## src/hw/rtl/ccl_pkg.sv

```systemverilog
`timescale 1ns / 1ps
// ----------------------------------------------------------------------------
// ccl_pkg
// Shared constants, register indexes and record type for the labeler.
// ----------------------------------------------------------------------------
package ccl_pkg;
  localparam int MaxCols = 64;
  localparam int MaxRows = 64;
  localparam int MaxComponents = 64;
  localparam int PixCap = MaxCols * MaxRows;
  localparam int AddrW = $clog2(PixCap);
  localparam int ColW = $clog2(MaxCols);
  localparam int RowW = $clog2(MaxRows);
  localparam int RecW = $clog2(MaxComponents);

  localparam logic [1:0] RegConn = 2'd0;
  localparam logic [1:0] RegCols = 2'd1;
  localparam logic [1:0] RegRows = 2'd2;

  typedef struct packed {
    logic [12:0]     size;
    logic [ColW-1:0] left;
    logic [RowW-1:0] top;
    logic [ColW-1:0] right;
    logic [RowW-1:0] bottom;
  } rec_t;

  // Column and row steps of the eight neighbours; the first four form the
  // four-neighbour set.
  function automatic logic signed [1:0] nb_dc(input logic [2:0] k);
    unique case (k)
      3'd0: nb_dc = -2'sd1;
      3'd1: nb_dc = 2'sd1;
      3'd2: nb_dc = 2'sd0;
      3'd3: nb_dc = 2'sd0;
      3'd4: nb_dc = -2'sd1;
      3'd5: nb_dc = -2'sd1;
      3'd6: nb_dc = 2'sd1;
      default: nb_dc = 2'sd1;
    endcase
  endfunction

  function automatic logic signed [1:0] nb_dr(input logic [2:0] k);
    unique case (k)
      3'd0: nb_dr = 2'sd0;
      3'd1: nb_dr = 2'sd0;
      3'd2: nb_dr = -2'sd1;
      3'd3: nb_dr = 2'sd1;
      3'd4: nb_dr = -2'sd1;
      3'd5: nb_dr = 2'sd1;
      3'd6: nb_dr = -2'sd1;
      default: nb_dr = 2'sd1;
    endcase
  endfunction
endpackage

```

## src/hw/rtl/ccl_nbr_unit.sv

```systemverilog
`timescale 1ns / 1ps
// ----------------------------------------------------------------------------
// ccl_nbr_unit
// Shared neighbour unit: steps one coordinate pair, bounds check, address.
// ----------------------------------------------------------------------------
module ccl_nbr_unit (
  input  logic [ccl_pkg::ColW-1:0]  col,
  input  logic [ccl_pkg::RowW-1:0]  row,
  input  logic [2:0]                k,
  input  logic [ccl_pkg::ColW:0]    cols,
  input  logic [ccl_pkg::RowW:0]    rows,
  output logic                      inside_frame,
  output logic [ccl_pkg::ColW-1:0]  ncol,
  output logic [ccl_pkg::RowW-1:0]  nrow,
  output logic [ccl_pkg::AddrW-1:0] addr
);
  import ccl_pkg::*;
  logic signed [ColW+1:0] c2;
  logic signed [RowW+1:0] r2;
  always_comb begin
    c2 = $signed({2'b00, col}) + (ColW+2)'(nb_dc(k));
    r2 = $signed({2'b00, row}) + (RowW+2)'(nb_dr(k));
    inside_frame = (c2 >= 0) && (r2 >= 0) && (c2 < $signed({1'b0, cols}))
                   && (r2 < $signed({1'b0, rows}));
    ncol = c2[ColW-1:0];
    nrow = r2[RowW-1:0];
    addr = AddrW'(nrow * cols) + AddrW'(ncol);
  end
endmodule

```

## config.mk

```make
export PLATFORM = sky130hd
export DESIGN_NAME = ccl_nbr_unit
export DESIGN_NICKNAME = d
export VERILOG_FILES = /design/src/hw/rtl/ccl_pkg.sv /design/src/hw/rtl/ccl_nbr_unit.sv
export SDC_FILE = /design/constraint.sdc
export NUM_CORES = 1
export LEC_CHECK = 0
export ABC_CLOCK_PERIOD_IN_PS = 8580
export CAP_MARGIN = 5
export CELL_PAD_IN_SITES_DETAIL_PLACEMENT = 2
export CELL_PAD_IN_SITES_GLOBAL_PLACEMENT = 2
export CORE_MARGIN = 2
export CORE_UTILIZATION = 36
export DETAILED_ROUTE_END_ITERATION = 8
export DONT_BUFFER_PORTS = 1
export GPL_ROUTABILITY_DRIVEN = 0
export PLACE_DENSITY = 0.79
export REMOVE_ABC_BUFFERS = 1
export SYNTH_ARGS = -nofsm -noshare
export SYNTH_HDL_FRONTEND = slang
export SYNTH_SLANG_ARGS = --single-unit
```

## constraint.sdc

```tcl
create_clock -name vclk -period 8.58
set_input_delay 1.716 -clock vclk [all_inputs]
set_output_delay 1.716 -clock vclk [all_outputs]
set_load 0.02 [all_outputs]
```

==> summary.md, run 1 <==
| Metric | Value |
|---|---|
| Met1 usage | about 25% |
| Placed Area | 2690 um^2 |
| Overall Global Routing Usage | 22.1% |
| # rows | 29 |
| Max frequency | between 0.1 and 0.15 GHz |
| Synth Warn # | 0 |
| CP Buf/Inv Count | 5 |
| Hold path depth | 1 |
| RSZ-0062 raised after global routing | yes |
| Power per cell area | 454 nW/um^2 |
| Vias after detailed routing | between 2000 and 2500 |
| Worst Hold Class | primary input to output port |
| Critical Path AT | approximately 6.8 ns |
| Num sequential | 0 |
| Area of the multi-input gates | roughly 2400 um^2 |
| Fin crit period | approximately 8.5 ns |
| Max-cap violations | 0 |
| Post-placement cell count | 384 |
| Tcrit/Tclk final | between 90% and 100% |
| Met2 Track Usage GR | a little under half |
| Worst-margin pin slew | 0.975 ns |
| Overflow after GRT | 0 |
| Worst path slowest cell | fa_1 |
| Global-route wire length before repair | 12900 um |
| Finished Cell Area | between 2000 and 3000 um^2 |
| Peak supply drop | between 0.00015 and 0.0002 V |
| Cell mode on critical path | fa_1 |
| Leakage power | roughly 1.5 nW |
| CP peak stage delay | roughly 0.55 ns |
| Post-layout util | between 40 and 50% |
| Finish-stage setup viols | 0 |
| # diodes | 0 |
| Mean post-synth cell area | about 8.5 um^2 |
| Final std cells w/o fill | approximately 390 |
| Slew HR | 35.0% |
| Crit path max-delay family | adder cells |
| Post-Syn Instances | roughly 290 |
| Ranking of synthesized cells by area | ha_1 29%, fa_1 21%, and2_1 7.7%, inv_1 7.3%, xnor2_1 4.0% |
| Area of the mapped netlist | 2420 um^2 |
| DR iter-0 viols | between 40 and 50 |
| Commonest non-fill, non-tap cells in the layout | 52 x ha_1, 47 x inv_1, 29 x and2_1 |
| Worst setup EP type | output port |
| WL final | between 8000 and 9000 um |
| Final Hold Fails | 0 |
| Antenna violations before repair | 0 |
| Met3 usage in global routing | under 10% |
| Die area | 7410 um^2 |
| Startpoint Class | primary input |
| DR DRC count | 0 |
| Pin count of the biggest net entering global routing | 12 |
| ANT nets after route | 0 |
| Crit path cell chain | or2_4, nand2b_4, inv_8, fa_2, a21o_1, a21o_1, xor2_2, buf_6, and2_4, fa_1, fa_1, inv_1, fa_1, inv_1, ha_1, ha_1, or3_4, a211oi_2, o31ai_2, xnor2_1, buf_4 |
| Synth-to-Final Area Change | 17.6% |
| Routed len/inst | between 20 and 25 um |
| Synth unique cells | 42 |
| Fillers | 737 |
| Top cell type's share of synthesized area | approximately 30% |
| CP Depth | 21 |
| Critical path peak fanout | 8 |
| Largest area contributor in the netlist | ha_1 |
| Width of the die | 86.1 um |
| Number of iterations in the first detailed-routing pass | 4 |
| Commonest non-fill, non-tap cell in the layout | ha_1 |
| Vias in the first global route | 2549 |
| Share of cells above drive strength 1 | between 10% and 20% |
| Final #Nets | between 400 and 500 |
| Slew Limit Fails | 0 |
| Initial Util | between 30% and 40% |
| Io pins | between 50 and 60 |
| Seq/Total Area, Yosys | 0% |
| DPL Wire Length | 6930 um |
| CP required | between 6 and 7 ns |
| # clk buffers | 0 |
| Die Y | ~86 um |
| CP Class | primary input to output port |
| Outcome | finished clean |
| Total core area | about 6400 um^2 |
| Port-buffer cells | 0 |
| Via density | about 5.4 |
| Global route hottest layer | met2 |
| Register area | 0 um^2 |
==> power breakdown <==
part	leakage, nW	internal [mW]	switching (mW)
combinational	1.47	0.549	0.747
sequential	0	0	0
clock	0	0	0
==> area by class of cell <==
type / count / area share, %
Timing Repair Buffer: 27 / 7.24
Inverter: 49 / 6.71
Multi-Input combinational cell: 236 / 82.7
Tap cell: 77 / 3.38
==> kinds of logic after synthesis <==
group                      Yosys count  synth area share (%)
AOI/OAI and AO/OA                   51                  15.4
xor gates and xnor gates            23                  8.62
adders and majority gates           82                  50.1
buffers and inverters               49                  7.64
muxes                                1                 0.464
and+or+nand+nor                     79                  17.9
==> path summary, 6_finish.rpt <==
| path | slack [ns] | endpoint | startpoint |
|---|---|---|---|
| worst max-delay path | 0.11 | addr[11] | k[1] |
| worst min-delay path | 3.71 | ncol[0] | col[0] |
==> layer usage <==
layer / vias to the layer above / wire length [um]
li1: 1010 / -
met1: 1060 / 3190
met2: 35 / 4670
met3: 7 / 208
met4: 0 / 70
met5: - / 0
==> cell usage after synthesis, types with 3 or more instances <==
cell type  number
o21bai_1        4
a21oi_1        14
o21ai_0         4
nand2_1        12
a211oi_1        5
nand4_1         3
and2_1         30
ha_1           57
xnor2_1        11
inv_1          47
xor2_1         11
nand3_1         4
fa_1           25
a21o_1          8
nor2_1         16
and3_1          3
==> stage by stage <==
step	TNS (ns)	hold WS, ns	worst slack (ns)	power (mW)
floorplan	-0.634	3.67	-0.302	0.815
global placement	0	3.71	0.0733	1.13
detailed placement	-0.552	3.70	-0.301	1.20
CTS	0	3.70	0.00935	1.23
global route	-0.0815	3.71	-0.0390	1.42
finish	0	3.71	0.114	1.30
==> repair_timing <==
action / 4_1_cts / 5_1_grt
pin swaps: 5 / 16
hold buffers: 0 / 0
buffers inserted: 0 / 5
gates resized for setup: 13 / 12
gates cloned: 0 / 0
endpoints found under the setup margin: 3 / 5
Power figures use the tool's default switching activity.
==> run 2: changes to the inputs <==
==> constraint.sdc (replaced) <==
create_clock -name vclk -period 8.58
set_input_delay 0.429 -clock vclk [all_inputs]
set_output_delay 0.429 -clock vclk [all_outputs]
set_load 0.02 [all_outputs]
==> run 2 against run 1 <==
Non-clock buffer count decreased by 25. Count of clock-buffer cells in the layout unchanged. Wire length shrank 17%. Critical path depth fell by 1. Highest routed layer unchanged.
==> summary.md, run 2 (synthesis results as in run 1) <==
| Metric | Value |
|---|---|
| RSZ-0062 raised after global routing | no (was yes) |
| Fillers | 731 (was 737) |
| Pre-CTS setup slack | 1.67 ns (was -0.301 ns) |
| DR iter-0 viols | 23 (was 49) |
| WL final | 6770 um (was 8140 um) |
| Cell mode on critical path | fa_1 (unchanged) |
| Hold path depth | 1 (unchanged) |
| Commonest non-fill, non-tap cells in the layout | 57 x ha_1, 47 x inv_1, 30 x and2_1 (was 52 x ha_1, 47 x inv_1, 29 x and2_1) |
| Worst path slowest cell | xor2_1 (was fa_1) |
| Finish-stage setup viols | 0 (unchanged) |
| Commonest non-fill, non-tap cell in the layout | ha_1 (unchanged) |
| Antenna violations before repair | 0 (unchanged) |
| Global-route wire length before repair | 11800 um (was 12900 um) |
| Die area | 7410 um^2 (unchanged) |
| Peak supply drop | 0.000127 V (was 0.000160 V) |
| Critical path peak fanout | 9 (was 8) |
| Worst setup EP type | output port (unchanged) |
| Setup TNS | 0 ns (unchanged) |
| Initial Util | 37.8% (unchanged) |
| Overflow after GRT | 0 (unchanged) |
| Pin count of the biggest net entering global routing | 12 (unchanged) |
| Die Y | 86.1 um (unchanged) |
| DR DRC count | 0 (unchanged) |
| Worst Hold Class | primary input to output port (unchanged) |
| Crit path cell chain | or2_4, nand2b_4, clkinv_2, fa_1, a21o_1, a21o_1, xor2_1, nand2_1, fa_1, fa_1, inv_1, fa_1, inv_1, fa_1, inv_1, ha_1, a21o_1, a211oi_1, o31ai_1, xnor2_1 (was or2_4, nand2b_4, inv_8, fa_2, a21o_1, a21o_1, xor2_2, buf_6, and2_4, fa_1, fa_1, inv_1, fa_1, inv_1, ha_1, ha_1, or3_4, a211oi_2, o31ai_2, xnor2_1, buf_4) |
| Min setup slack post-route | 1.73 ns (was 0.114 ns) |
| Outcome | finished clean (unchanged) |
| CP peak stage delay | 0.72 ns (was 0.55 ns) |
| Width of the die | 86.1 um (unchanged) |
| CP Class | primary input to output port (unchanged) |
| Port-buffer cells | 0 (unchanged) |
| # diodes | 0 (unchanged) |
| Slew Limit Fails | 0 (unchanged) |
| # rows | 29 (unchanged) |
| Worst-margin pin slew | 0.942 ns (was 0.975 ns) |
| Startpoint Class | primary input (unchanged) |
| # clk buffers | 0 (unchanged) |
| ANT nets after route | 0 (unchanged) |
| Final #Nets | 400 (was 425) |
| Tcrit/Tclk final | 79.8% (was 98.7%) |
| PostCTS Resize Cnt | 0 (was 13) |
| Power per cell area | 398 nW/um^2 (was 454 nW/um^2) |
| Critical Path AT | 6.42 ns (was 6.75 ns) |
| Number of iterations in the first detailed-routing pass | 4 (unchanged) |
| Max-cap violations | 0 (unchanged) |
| Synth-to-Final Area Change | 4.59% (was 17.6%) |
| Hold buffers post-CTS | 0 (unchanged) |
| Slew HR | 37.2% (was 35.0%) |
| Setup bufs post-CTS | 0 (unchanged) |
| Vias after detailed routing | 2002 (was 2112) |
| Vias in the first global route | 2384 (was 2549) |
| Final Hold Fails | 0 (unchanged) |
| Routed len/inst | 18.6 um (was 20.9 um) |
| Max frequency | 0.146 GHz (was 0.118 GHz) |
| Fin crit period | 6.85 ns (was 8.47 ns) |
| Register area | 0 um^2 (unchanged) |
| CP required | 8.15 ns (was 6.86 ns) |
| Leakage power | 1.34 nW (was 1.47 nW) |
| Share of cells above drive strength 1 | 4.88% (was 18.3%) |
| Overall Global Routing Usage | 19.9% (was 22.1%) |
| Via density | 5.50 (was 5.43) |
| Io pins | 54 (unchanged) |
| Total core area | 6420 um^2 (unchanged) |
| DPL Wire Length | 6200 um (was 6930 um) |
| Num sequential | 0 (unchanged) |
==> run 2: cell count changes in the layout (fill, tap and decap cells not counted), moves of 2 or more <==
| cell | previous run | this run |
|---|---|---|
| nor2_1 | 14 | 16 |
| ha_4 | 4 | 0 |
| a21oi_2 | 4 | 2 |
| a21oi_1 | 12 | 14 |
| ha_1 | 52 | 57 |
| buf_4 | 26 | 2 |
| nand3_2 | 2 | 0 |
| nand3_1 | 2 | 4 |
==> run 2: layout make-up <==
cell class	count	area (um^2)	share of cell area, %
Multi-Input combinational cell	236	2240	88.3
Timing Repair Buffer	2	15.0	0.592
Inverter	49	185	7.30
Tap cell	77	96.3	3.80
==> run 2: critical path: cells and delay by family <==
family / cells / cell delay [ns]
AO/OA/AOI/OAI: 5 / 1.07
XOR/XNOR: 2 / 1.15
adder cells (fa/ha/maj): 6 / 2.93
buffers and inverters: 4 / 0.31
AND/OR/NAND/NOR: 3 / 0.52
==> run 2: report_power, final <==
group	switching [mW]	internal, mW	total, mW	leakage (nW)
logic	0.656	0.353	1.01	1.34
clock network	0	0	0	0
registers	0	0	0	0
total	0.656	0.353	1.01	1.34
==> run 2: final timing paths <==
| kind | end | start |
|---|---|---|
| max | addr[11] | k[1] |
| min | ncol[0] | col[0] |
==> run 2: stage by stage <==
step                      utilization (%)  power [mW]  instance area, um^2  hold slack (ns)  instances
after floorplan                         -       0.815                 2420             1.10        285
after global placement               39.5       0.966                 2540             1.13        364
after detailed placement             39.5        1.02                 2540             1.13        364
after CTS                            39.5        1.03                 2540             1.13        364
after global routing                 39.5        1.13                 2540             1.14        364
final                                39.5        1.01                 2540             1.12        364
==> run 2: per-layer routing <==
metal	track usage [%]	part of all wire [%]	vias up
li1	-	-	962
met1	21.8	38	1001
met2	41.9	59	33
met3	1.35	2.3	6
met4	2.02	0.96	0
met5	0	0	-
